## src/rcid_pkg.sv

```systemverilog
// Package with the shared types and constants of the refcounted identifier allocator.
`default_nettype none

package rcid_pkg;

   // Fixed field widths of the request and response channels.
   localparam int OP_W     = 3;
   localparam int ID_W     = 8;
   localparam int STATUS_W = 3;

   // The free search looks at the in-use bitmap one group of this many bits at a time.
   localparam int GROUP_W  = 16;
   localparam int GBIT_W   = 4;

   typedef enum logic [OP_W-1:0] {
      OP_ALLOC    = 3'd0,
      OP_INC      = 3'd1,
      OP_DEC      = 3'd2,
      OP_QUERY    = 3'd3,
      OP_CONTAINS = 3'd4,
      OP_INIT     = 3'd5,
      OP_UNINIT   = 3'd6
   } op_type;

   typedef enum logic [STATUS_W-1:0] {
      ST_OK       = 3'd0,
      ST_UNINIT   = 3'd1,
      ST_INITED   = 3'd2,
      ST_NOTFOUND = 3'd3,
      ST_FULL     = 3'd4,
      ST_SAT      = 3'd5
   } status_type;

   typedef enum logic {
      S_IDLE = 1'b0,
      S_EXEC = 1'b1
   } state_type;

   // Control strobes from the sequencer to the datapath.
   typedef struct packed {
      logic busy;
      logic exec;
   } ctrl_type;

endpackage : rcid_pkg

`default_nettype wire

```

## src/rcid_ram.sv

```systemverilog
// Generic single-write, single-read RAM with a registered read port.
`default_nettype none

module rcid_ram #(
   parameter int WIDTH = 16,
   parameter int DEPTH = 256
) (
   input  wire logic                     clock,
   input  wire logic                     wr_en,
   input  wire logic [$clog2(DEPTH)-1:0] wr_addr,
   input  wire logic [WIDTH-1:0]         wr_data,
   input  wire logic [$clog2(DEPTH)-1:0] rd_addr,
   output logic      [WIDTH-1:0]         rd_data
);

   logic [WIDTH-1:0] mem_ff [DEPTH];

   always_ff @(posedge clock) begin
      if (wr_en) begin
         mem_ff[wr_addr] <= wr_data;
      end
      rd_data <= mem_ff[rd_addr];
   end

endmodule : rcid_ram

`default_nettype wire

```

## src/rcid_free_enc.sv

```systemverilog
// Shared priority encoder that finds the lowest clear bit of a vector.
`default_nettype none

module rcid_free_enc #(
   parameter int WIDTH = 16
) (
   input  wire logic [WIDTH-1:0]         used_vec,
   output logic                          found,
   output logic      [$clog2(WIDTH)-1:0] index
);

   always_comb begin
      found = 1'b0;
      index = '0;
      for (int i = WIDTH - 1; i >= 0; i--) begin
         if (!used_vec[i]) begin
            found = 1'b1;
            index = i[$clog2(WIDTH)-1:0];
         end
      end
   end

endmodule : rcid_free_enc

`default_nettype wire

```

## src/refcounted_id_allocator.sv

```systemverilog
// Top level of the refcounted identifier allocator: sequencer, bitmap and count datapath.
`default_nettype none

// Usage
// A request item (req_op, req_id_in) is taken at a rising edge where start is high and
// busy is low. Every item, including an undefined op, produces exactly one response
// item, shown on the rsp_ ports for a single cycle while rsp_valid is high. The
// receiver cannot hold responses off; it must capture them in that cycle.
// Timing: the accept edge issues the count memory read and the group-level free
// search. The next cycle (busy high) decodes the item, does the in-group free
// search with the same shared encoder, writes the count memory and updates the
// bitmap. The response follows in the cycle after that. No new item is taken
// while busy is high, because of the read-modify-write of the count memory and
// the two passes through the shared encoder.
// The lowest free identifier is found in two steps: a summary bit per group of 16
// identifiers marks full groups, then the first free bit of the chosen group.
// Reset clears the enable flag, the in-use bitmap, its summary and the live count
// at once; the count memory is not cleared, since a count is only read for a live
// identifier, which was written when it was allocated. No clearing pass is needed.
module refcounted_id_allocator #(
   parameter int NUM_IDS     = 256,
   parameter int COUNT_WIDTH = 16,
   parameter int INIT_REFS   = 1
) (
   input  wire logic                               clock,
   input  wire logic                               reset,
   input  wire logic                               start,
   output logic                                    busy,
   input  wire logic [rcid_pkg::OP_W-1:0]          req_op,
   input  wire logic [rcid_pkg::ID_W-1:0]          req_id_in,
   output logic                                    rsp_valid,
   output logic      [rcid_pkg::STATUS_W-1:0]      rsp_status,
   output logic      [rcid_pkg::ID_W-1:0]          rsp_id_out,
   output logic      [COUNT_WIDTH-1:0]             rsp_ref_count,
   output logic                                    rsp_present,
   output logic      [$clog2(NUM_IDS+1)-1:0]       rsp_live_count
);

   import rcid_pkg::*;

   localparam int IDX_W  = $clog2(NUM_IDS);
   localparam int LIVE_W = $clog2(NUM_IDS + 1);
   localparam int NG     = (NUM_IDS + GROUP_W - 1) / GROUP_W;
   localparam int PAD_N  = NG * GROUP_W;
   localparam int GRP_W  = (NG > 1) ? $clog2(NG) : 1;
   localparam int ENC_W  = (NG > GROUP_W) ? NG : GROUP_W;
   localparam int ENC_IW = $clog2(ENC_W);
   localparam int FULL_W = GRP_W + GBIT_W;

   // The initial count is clamped to the largest count the field can hold.
   localparam logic [32:0] CNT_MAX_WIDE = (33'd1 << COUNT_WIDTH) - 33'd1;
   localparam logic [32:0] INIT_WIDE    = (33'(INIT_REFS) > CNT_MAX_WIDE) ?
                                          CNT_MAX_WIDE : 33'(INIT_REFS);
   localparam logic [COUNT_WIDTH-1:0] CNT_MAX  = CNT_MAX_WIDE[COUNT_WIDTH-1:0];
   localparam logic [COUNT_WIDTH-1:0] INIT_VAL = INIT_WIDE[COUNT_WIDTH-1:0];

   // Sequencer and item registers.
   state_type               state_ff, state_in;
   ctrl_type                ctrl;
   logic                    accept;
   logic [OP_W-1:0]         op_ff;
   logic [IDX_W-1:0]        idx_ff;
   logic                    id_ok_ff;
   logic [GRP_W-1:0]        grp_ff;
   logic                    grp_free_ff;

   // Table state.
   logic                    enabled_ff, enabled_in;
   logic [NUM_IDS-1:0]      in_use_ff, in_use_in;
   logic [NG-1:0]           summary_ff, summary_in;
   logic [LIVE_W-1:0]       used_ff, used_in;

   // Response registers.
   logic                    rsp_valid_ff;
   logic [STATUS_W-1:0]     rsp_status_ff, rsp_status_in;
   logic [ID_W-1:0]         rsp_id_ff, rsp_id_in;
   logic [COUNT_WIDTH-1:0]  rsp_cnt_ff, rsp_cnt_in;
   logic                    rsp_present_ff, rsp_present_in;

   // Request identifier widened for the range check and trimmed to the table index.
   logic [31:0]             req_id_wide;
   logic [IDX_W-1:0]        req_idx;
   logic                    req_id_ok;

   // Shared encoder and count memory.
   logic [ENC_W-1:0]        enc_vec;
   logic                    enc_found;
   logic [ENC_IW-1:0]       enc_idx;
   logic [PAD_N-1:0]        use_pad_ff, use_pad_in;
   logic [GROUP_W-1:0]      grp_bits;
   logic [FULL_W-1:0]       alloc_full;
   logic [IDX_W-1:0]        alloc_idx;
   logic [31:0]             alloc_wide;
   logic                    mem_we;
   logic [IDX_W-1:0]        mem_waddr;
   logic [COUNT_WIDTH-1:0]  mem_wdata;
   logic [COUNT_WIDTH-1:0]  mem_rdata;
   logic [COUNT_WIDTH-1:0]  cnt_dec;
   logic                    hit;

   // ------------------------------------------------------------------
   // Sequencer: idle until an item arrives, then execute it and return to idle.
   // ------------------------------------------------------------------
   always_comb begin
      state_in = state_ff;
      case (state_ff)
         S_IDLE: begin
            if (start) begin
               state_in = S_EXEC;
            end
         end
         S_EXEC: begin
            state_in = S_IDLE;
         end
         default: begin
            state_in = S_IDLE;
         end
      endcase
   end

   always_comb begin
      ctrl = '0;
      case (state_ff)
         S_IDLE: begin
            ctrl.busy = 1'b0;
            ctrl.exec = 1'b0;
         end
         S_EXEC: begin
            ctrl.busy = 1'b1;
            ctrl.exec = 1'b1;
         end
         default: begin
            ctrl = '0;
         end
      endcase
   end

   assign busy   = ctrl.busy;
   assign accept = start && !ctrl.busy;

   always_ff @(posedge clock) begin
      if (reset) begin
         state_ff <= S_IDLE;
      end else begin
         state_ff <= state_in;
      end
   end

   // ------------------------------------------------------------------
   // Request capture.
   // ------------------------------------------------------------------
   assign req_id_wide = {{(32 - ID_W){1'b0}}, req_id_in};
   assign req_idx     = req_id_wide[IDX_W-1:0];
   assign req_id_ok   = req_id_wide < 32'(NUM_IDS);

   always_ff @(posedge clock) begin
      if (accept) begin
         op_ff       <= req_op;
         idx_ff      <= req_idx;
         id_ok_ff    <= req_id_ok;
         grp_ff      <= enc_idx[GRP_W-1:0];
         grp_free_ff <= enc_found;
      end
   end

   // ------------------------------------------------------------------
   // Free search. Bits past the last identifier read as in use so they are
   // never handed out. While idle the encoder scans the group summary; in the
   // execute cycle it scans the chosen group.
   // ------------------------------------------------------------------
   assign use_pad_ff = {{(PAD_N - NUM_IDS){1'b1}}, in_use_ff};
   assign use_pad_in = {{(PAD_N - NUM_IDS){1'b1}}, in_use_in};
   assign grp_bits   = use_pad_ff[grp_ff * GROUP_W +: GROUP_W];

   always_comb begin
      enc_vec = '1;
      if (ctrl.exec) begin
         enc_vec[GROUP_W-1:0] = grp_bits;
      end else begin
         enc_vec[NG-1:0] = summary_ff;
      end
   end

   rcid_free_enc #(
      .WIDTH(ENC_W)
   ) u_free_enc (
      .used_vec(enc_vec),
      .found   (enc_found),
      .index   (enc_idx)
   );

   assign alloc_full = {grp_ff, enc_idx[GBIT_W-1:0]};
   assign alloc_idx  = alloc_full[IDX_W-1:0];
   assign alloc_wide = {{(32 - IDX_W){1'b0}}, alloc_idx};

   always_comb begin
      for (int g = 0; g < NG; g++) begin
         summary_in[g] = &use_pad_in[g * GROUP_W +: GROUP_W];
      end
   end

   // ------------------------------------------------------------------
   // Count memory: read on the accept edge, written in the execute cycle.
   // The decode below runs on the held item in every cycle, so its write
   // strobe only reaches the memory in the execute cycle.
   // ------------------------------------------------------------------
   rcid_ram #(
      .WIDTH(COUNT_WIDTH),
      .DEPTH(NUM_IDS)
   ) u_count_ram (
      .clock  (clock),
      .wr_en  (mem_we && ctrl.exec),
      .wr_addr(mem_waddr),
      .wr_data(mem_wdata),
      .rd_addr(req_idx),
      .rd_data(mem_rdata)
   );

   // ------------------------------------------------------------------
   // Execute: decode the item and work out the new table state and response.
   // ------------------------------------------------------------------
   assign hit     = id_ok_ff && in_use_ff[idx_ff];
   assign cnt_dec = mem_rdata - COUNT_WIDTH'(1);

   always_comb begin
      enabled_in     = enabled_ff;
      in_use_in      = in_use_ff;
      used_in        = used_ff;
      mem_we         = 1'b0;
      mem_waddr      = idx_ff;
      mem_wdata      = mem_rdata;
      rsp_status_in  = ST_OK;
      rsp_id_in      = '0;
      rsp_cnt_in     = '0;
      rsp_present_in = 1'b0;

      case (op_ff)
         OP_INIT: begin
            if (enabled_ff) begin
               rsp_status_in = ST_INITED;
            end else begin
               enabled_in = 1'b1;
               in_use_in  = '0;
               used_in    = '0;
            end
         end
         OP_UNINIT: begin
            if (!enabled_ff) begin
               rsp_status_in = ST_UNINIT;
            end else begin
               enabled_in = 1'b0;
               in_use_in  = '0;
               used_in    = '0;
            end
         end
         OP_ALLOC: begin
            if (!enabled_ff) begin
               rsp_status_in = ST_UNINIT;
            end else if (grp_free_ff && enc_found) begin
               in_use_in[alloc_idx] = 1'b1;
               used_in              = used_ff + LIVE_W'(1);
               mem_we               = 1'b1;
               mem_waddr            = alloc_idx;
               mem_wdata            = INIT_VAL;
               rsp_id_in            = alloc_wide[ID_W-1:0];
               rsp_cnt_in           = INIT_VAL;
            end else begin
               rsp_status_in = ST_FULL;
            end
         end
         OP_CONTAINS: begin
            if (!enabled_ff) begin
               rsp_status_in = ST_UNINIT;
            end else begin
               rsp_present_in = hit;
            end
         end
         OP_INC, OP_DEC, OP_QUERY: begin
            if (!enabled_ff) begin
               rsp_status_in = ST_UNINIT;
            end else if (!hit) begin
               rsp_status_in = ST_NOTFOUND;
            end else if (op_ff == OP_INC) begin
               if (mem_rdata == CNT_MAX) begin
                  rsp_status_in = ST_SAT;
                  rsp_cnt_in    = mem_rdata;
               end else begin
                  mem_we     = 1'b1;
                  mem_wdata  = mem_rdata + COUNT_WIDTH'(1);
                  rsp_cnt_in = mem_rdata + COUNT_WIDTH'(1);
               end
            end else if (op_ff == OP_DEC) begin
               mem_we     = 1'b1;
               mem_wdata  = cnt_dec;
               rsp_cnt_in = cnt_dec;
               // Dropping below the initial count releases the identifier.
               if (cnt_dec < INIT_VAL) begin
                  in_use_in[idx_ff] = 1'b0;
                  used_in           = used_ff - LIVE_W'(1);
               end
            end else begin
               rsp_cnt_in = mem_rdata;
            end
         end
         default: begin
            rsp_status_in = ST_OK;
         end
      endcase
   end

   always_ff @(posedge clock) begin
      if (reset) begin
         enabled_ff   <= 1'b0;
         in_use_ff    <= '0;
         summary_ff   <= '0;
         used_ff      <= '0;
         rsp_valid_ff <= 1'b0;
      end else begin
         rsp_valid_ff <= ctrl.exec;
         if (ctrl.exec) begin
            enabled_ff <= enabled_in;
            in_use_ff  <= in_use_in;
            summary_ff <= summary_in;
            used_ff    <= used_in;
         end
      end
   end

   always_ff @(posedge clock) begin
      if (ctrl.exec) begin
         rsp_status_ff  <= rsp_status_in;
         rsp_id_ff      <= rsp_id_in;
         rsp_cnt_ff     <= rsp_cnt_in;
         rsp_present_ff <= rsp_present_in;
      end
   end

   assign rsp_valid      = rsp_valid_ff;
   assign rsp_status     = rsp_status_ff;
   assign rsp_id_out     = rsp_id_ff;
   assign rsp_ref_count  = rsp_cnt_ff;
   assign rsp_present    = rsp_present_ff;
   assign rsp_live_count = used_ff;

endmodule : refcounted_id_allocator

`default_nettype wire

```

## config.mk

```make
export PLATFORM = sky130hd
export DESIGN_NAME = refcounted_id_allocator
export DESIGN_NICKNAME = d
export VERILOG_FILES = /design/src/rcid_pkg.sv /design/src/rcid_ram.sv /design/src/rcid_free_enc.sv /design/src/refcounted_id_allocator.sv
export SDC_FILE = /design/constraint.sdc
export NUM_CORES = 2
export LEC_CHECK = 0
export BUFFER_PORTS_ARGS = -buffer_cell sky130_fd_sc_hd__buf_2
export CAP_MARGIN = 40
export CORE_ASPECT_RATIO = 0.75
export CORE_UTILIZATION = 25
export DETAILED_ROUTE_END_ITERATION = 8
export PLACE_DENSITY = 0.46
export REMOVE_ABC_BUFFERS = 1
export SLEW_MARGIN = 20
export SYNTH_ARGS = -nofsm -noshare
export SYNTH_HDL_FRONTEND = slang
export SYNTH_HIERARCHICAL = 1
export SYNTH_SLANG_ARGS = --single-unit
```

## constraint.sdc

```tcl
create_clock -name clock -period 23.4 [get_ports clock]
set_input_delay 2.34 -clock clock [delete_from_list [all_inputs] [get_ports clock]]
set_output_delay 2.34 -clock clock [all_outputs]
set_load 0.02 [all_outputs]
```

==> reports/results.ini <==
[power_and_ir_drop]
p_per_area_mw_per_mm2=82.71
peakVddDrop_mv=0.06983
power.static_leakage_nw=65.42
totalPowerFinal_mw=17.61

[timing]
hold_ws_ps=486.0
slew_headroom_pct=8.472
clock_skew_ps=92.56
tns_ps=0
min_period_ps=8388
finalHoldViolations=0
worst_pin_slew_ps=1373
rsz0062_at_grt=false
clock.fmax_mhz=119.2
slew_viol_final=0
min_period_over_period_pct=35.85
setup_viol_count_final=0

[logic_synthesis]
yosysWarnings=6
synth-seq-cells=4440
synth_area_mm2=0.1822
seq_area_frac_synth_pct=71.53
ys_async_sr_fraction_pct=0
syn_inst=10310
syn_area_per_cell_um2=17.67
synth.distinct_cells=88
synth_flop_cell=edfxtp_1
synth_edf_count=4140

[cts]
cts_resized=0
cts_sinks=4440
numCtsBuffers=416
tritoncts=done
cts-hold-fix-buffers=0
clk_pin_slew_worst_paths_ps=70
htree_levels=5
cts-root-buf=clkbuf_16
clockBufferDepth=4
clock_latency_ps=1000
post_cts.repair.setup_buffers=0

[place]
routabilityCongestion=1.001
io_buffers=52
hpwl_um=438400

[min_path]
hold_end=rsp_live_count[8]
hold_depth=2
hold_class=reg2reg
min-delay-start=rsp_live_count[8]

[die]
start_util_pct=25.08
dieWidth_um=987.7
die_h_um=741.3
core_area_mm2=0.7263
ios=53
dieArea_mm2=0.7322
rows=271

[worst_setup_path]
critical_path_required_ps=24040
crit_path_end_kind=flip-flop
rr_worst_depth=17
cp_max_fo=65
rrSetupSlack_ps=15010
cp.arrival_ps=9030
crit_type=reg2reg
reg2reg_from=idx_ff[0]
reg2reg_to=u_count_ram/mem_ff[61][9]
crit_path_start_kind=flip-flop

[route]
drc_errors=0
drtIter0Drc=16510
wirelength_um=663500
first_pass_iters=9
avgViaCountPerCell=5.238
detail-route-antenna-nets=0
vias=109200
wl_per_cell_um=31.82

[global_route]
track_usage_pct=17.35
grt_pass1_wl_um=898200
overflow=0
grt_max_degree=147
grt_pass1_vias=101600
antenna_found_initial=59

[final_layout]
fillers=71580
multi_input_area_mm2=0.04924
seq_area_mm2=0.1303
area_delta_synth_final_pct=16.84
layout-drive-gt1-share_pct=24.63
finalNetCount=10830
final_cell_mix=edfxtp_1 (4140), mux4_2 (922), mux2i_1 (622), buf_4 (541), nor2_1 (523)
layout_commonest_cell=edfxtp_1

[job]
drv_cap=0

[run_status]
run_status=complete, no violations

[layer usage]
| metal | part of all wire (%) | routed length, um | up-vias | GRT usage [%] |
|---|---|---|---|---|
| li1 | - | - | 43560 | - |
| met4 | 2.6 | 16940 | 26 | 3.801 |
| met5 | 0.027 | 179 | - | 0 |
| met3 | 12 | 79760 | 981 | 5.943 |
| met1 | 47 | 310300 | 58500 | 27.04 |
| met2 | 39 | 256400 | 6181 | 22.70 |
[power breakdown]
part	switching [mW]	internal [mW]
registers	0.0535	9.05
clock network	3.14	3.74
logic	1.20	0.412
[registers in the layout, summed over array words and instances, names as in the netlist]
register,cells
summary_ff,16
rsp_valid,1
rsp_live_count,9
grp_free_ff,1
u_count_ram/rd_data,16
rsp_status,3
state_ff,1
rsp_present,1
u_count_ram/mem_ff,4096
enabled_ff,1
idx_ff,8
grp_ff,4
op_ff,3
rsp_id_out,8
in_use_ff,256
rsp_ref_count,16
[through the flow]
| step | instance area (um2) | worst slack (ps) | util (%) | std cells |
|---|---|---|---|---|
| finish | 212900 | 15010 | 29.31 | 20860 |
| global route | 212800 | 14660 | 29.30 | 20840 |
| CTS | 212200 | 15130 | 29.22 | 20790 |
| detailed placement | 198800 | 15150 | 27.37 | 20040 |
| global placement | 195800 | 14750 | 26.96 | 19840 |
| floorplan | 178400 | 1316 | - | 9590 |
[worst max-delay path by stage]
stage | depth (start not counted) | slack, ps | start | end
after detailed placement | 19 | 15150 | grp_ff[0] | u_count_ram/mem_ff[28][9]
after CTS | 19 | 15130 | grp_ff[0] | u_count_ram/mem_ff[180][9]
after global placement | 10 | 14750 | req_id_in[0] | u_count_ram/rd_data[13]
after global routing | 19 | 14660 | grp_ff[0] | u_count_ram/mem_ff[55][9]
after floorplan | 9 | 1320 | state_ff | u_count_ram/mem_ff[0][9]
final | 17 | 15010 | idx_ff[0] | u_count_ram/mem_ff[61][9]
[worst max-delay path, cell delays in order (launching register included)]
cell	delay (ps)
edfxtp_1	320
buf_4	320
buf_4	480
mux4_2	550
mux2_2	290
a2bb2oi_1	600
a31oi_1	270
a2111oi_4	480
a41oi_4	90
buf_4	310
and3_1	330
nor2_2	580
buf_4	290
a21oi_1	80
o21ai_4	570
buf_4	740
buf_4	760
buf_4	650
[cell usage after synthesis, drive strengths merged (6+ instances only)]
| master | count | area [um2] |
|---|---|---|
| inv | 26 | 97.60 |
| a211oi | 136 | 1021 |
| or3 | 12 | 75.07 |
| o211a | 7 | 70.07 |
| ha | 10 | 125.1 |
| nor2b | 30 | 187.7 |
| buf | 284 | 2125 |
| and3 | 39 | 244.0 |
| a32o | 8 | 80.08 |
| o22ai | 176 | 1101 |
| or2 | 20 | 125.1 |
| a41oi | 6 | 71.32 |
| a22o | 35 | 306.5 |
| and2 | 10 | 62.56 |
| a21o | 30 | 225.2 |
| a221oi | 30 | 262.8 |
| mux4 | 922 | 20760 |
| xnor2 | 20 | 175.2 |
| or4 | 12 | 90.09 |
| o221ai | 257 | 2257 |
| mux2 | 105 | 1182 |
| a31oi | 83 | 519.3 |
| a2111oi | 16 | 158.9 |
| mux2i | 622 | 6226 |
| o21ai | 224 | 1121 |
| a22oi | 116 | 870.8 |
| clkbuf | 434 | 1629 |
| nand2 | 340 | 1279 |
| nand2b | 24 | 150.1 |
| nor2 | 707 | 2654 |
| dfxtp | 300 | 6006 |
| nand3 | 163 | 815.8 |
| nor3 | 179 | 895.9 |
| o31ai | 19 | 142.6 |
| a32oi | 56 | 490.5 |
| nor4 | 51 | 337.8 |
| nand4 | 86 | 538.0 |
| o211ai | 24 | 180.2 |
| a21oi | 433 | 2167 |
| a311oi | 20 | 175.2 |
| edfxtp | 4140 | 124300 |
| o32ai | 28 | 252.8 |
[cells by family (layout without fill, tap and decap cells)]
kind of cell / after synthesis / in the layout / share of synthesized area (%)
buffers and inverters: 745 / 1581 / 2.116
adders and majority gates: 11 / 11 / 0.07967
xor gates and xnor gates: 22 / 22 / 0.1058
and+or+nand+nor: 1700 / 1700 / 4.221
AOI/OAI and AO/OA: 1741 / 1741 / 6.480
muxes: 1649 / 1649 / 15.46
other: 0 / 21 / 0
DFF: 4440 / 4440 / 71.53
[layout make-up]
| class | instances | area share (%) |
|---|---|---|
| diodes | 21 | 0.02469 |
| clock buffers | 517 | 5.174 |
| clock inverters | 237 | 1.148 |
| inverters | 27 | 0.05349 |
| multi-input cells | 5123 | 23.13 |
| flip-flops and latches | 4440 | 61.23 |
| well taps | 9691 | 5.696 |
| repair buffers | 800 | 3.546 |
(Power assumes the default switching activity.)
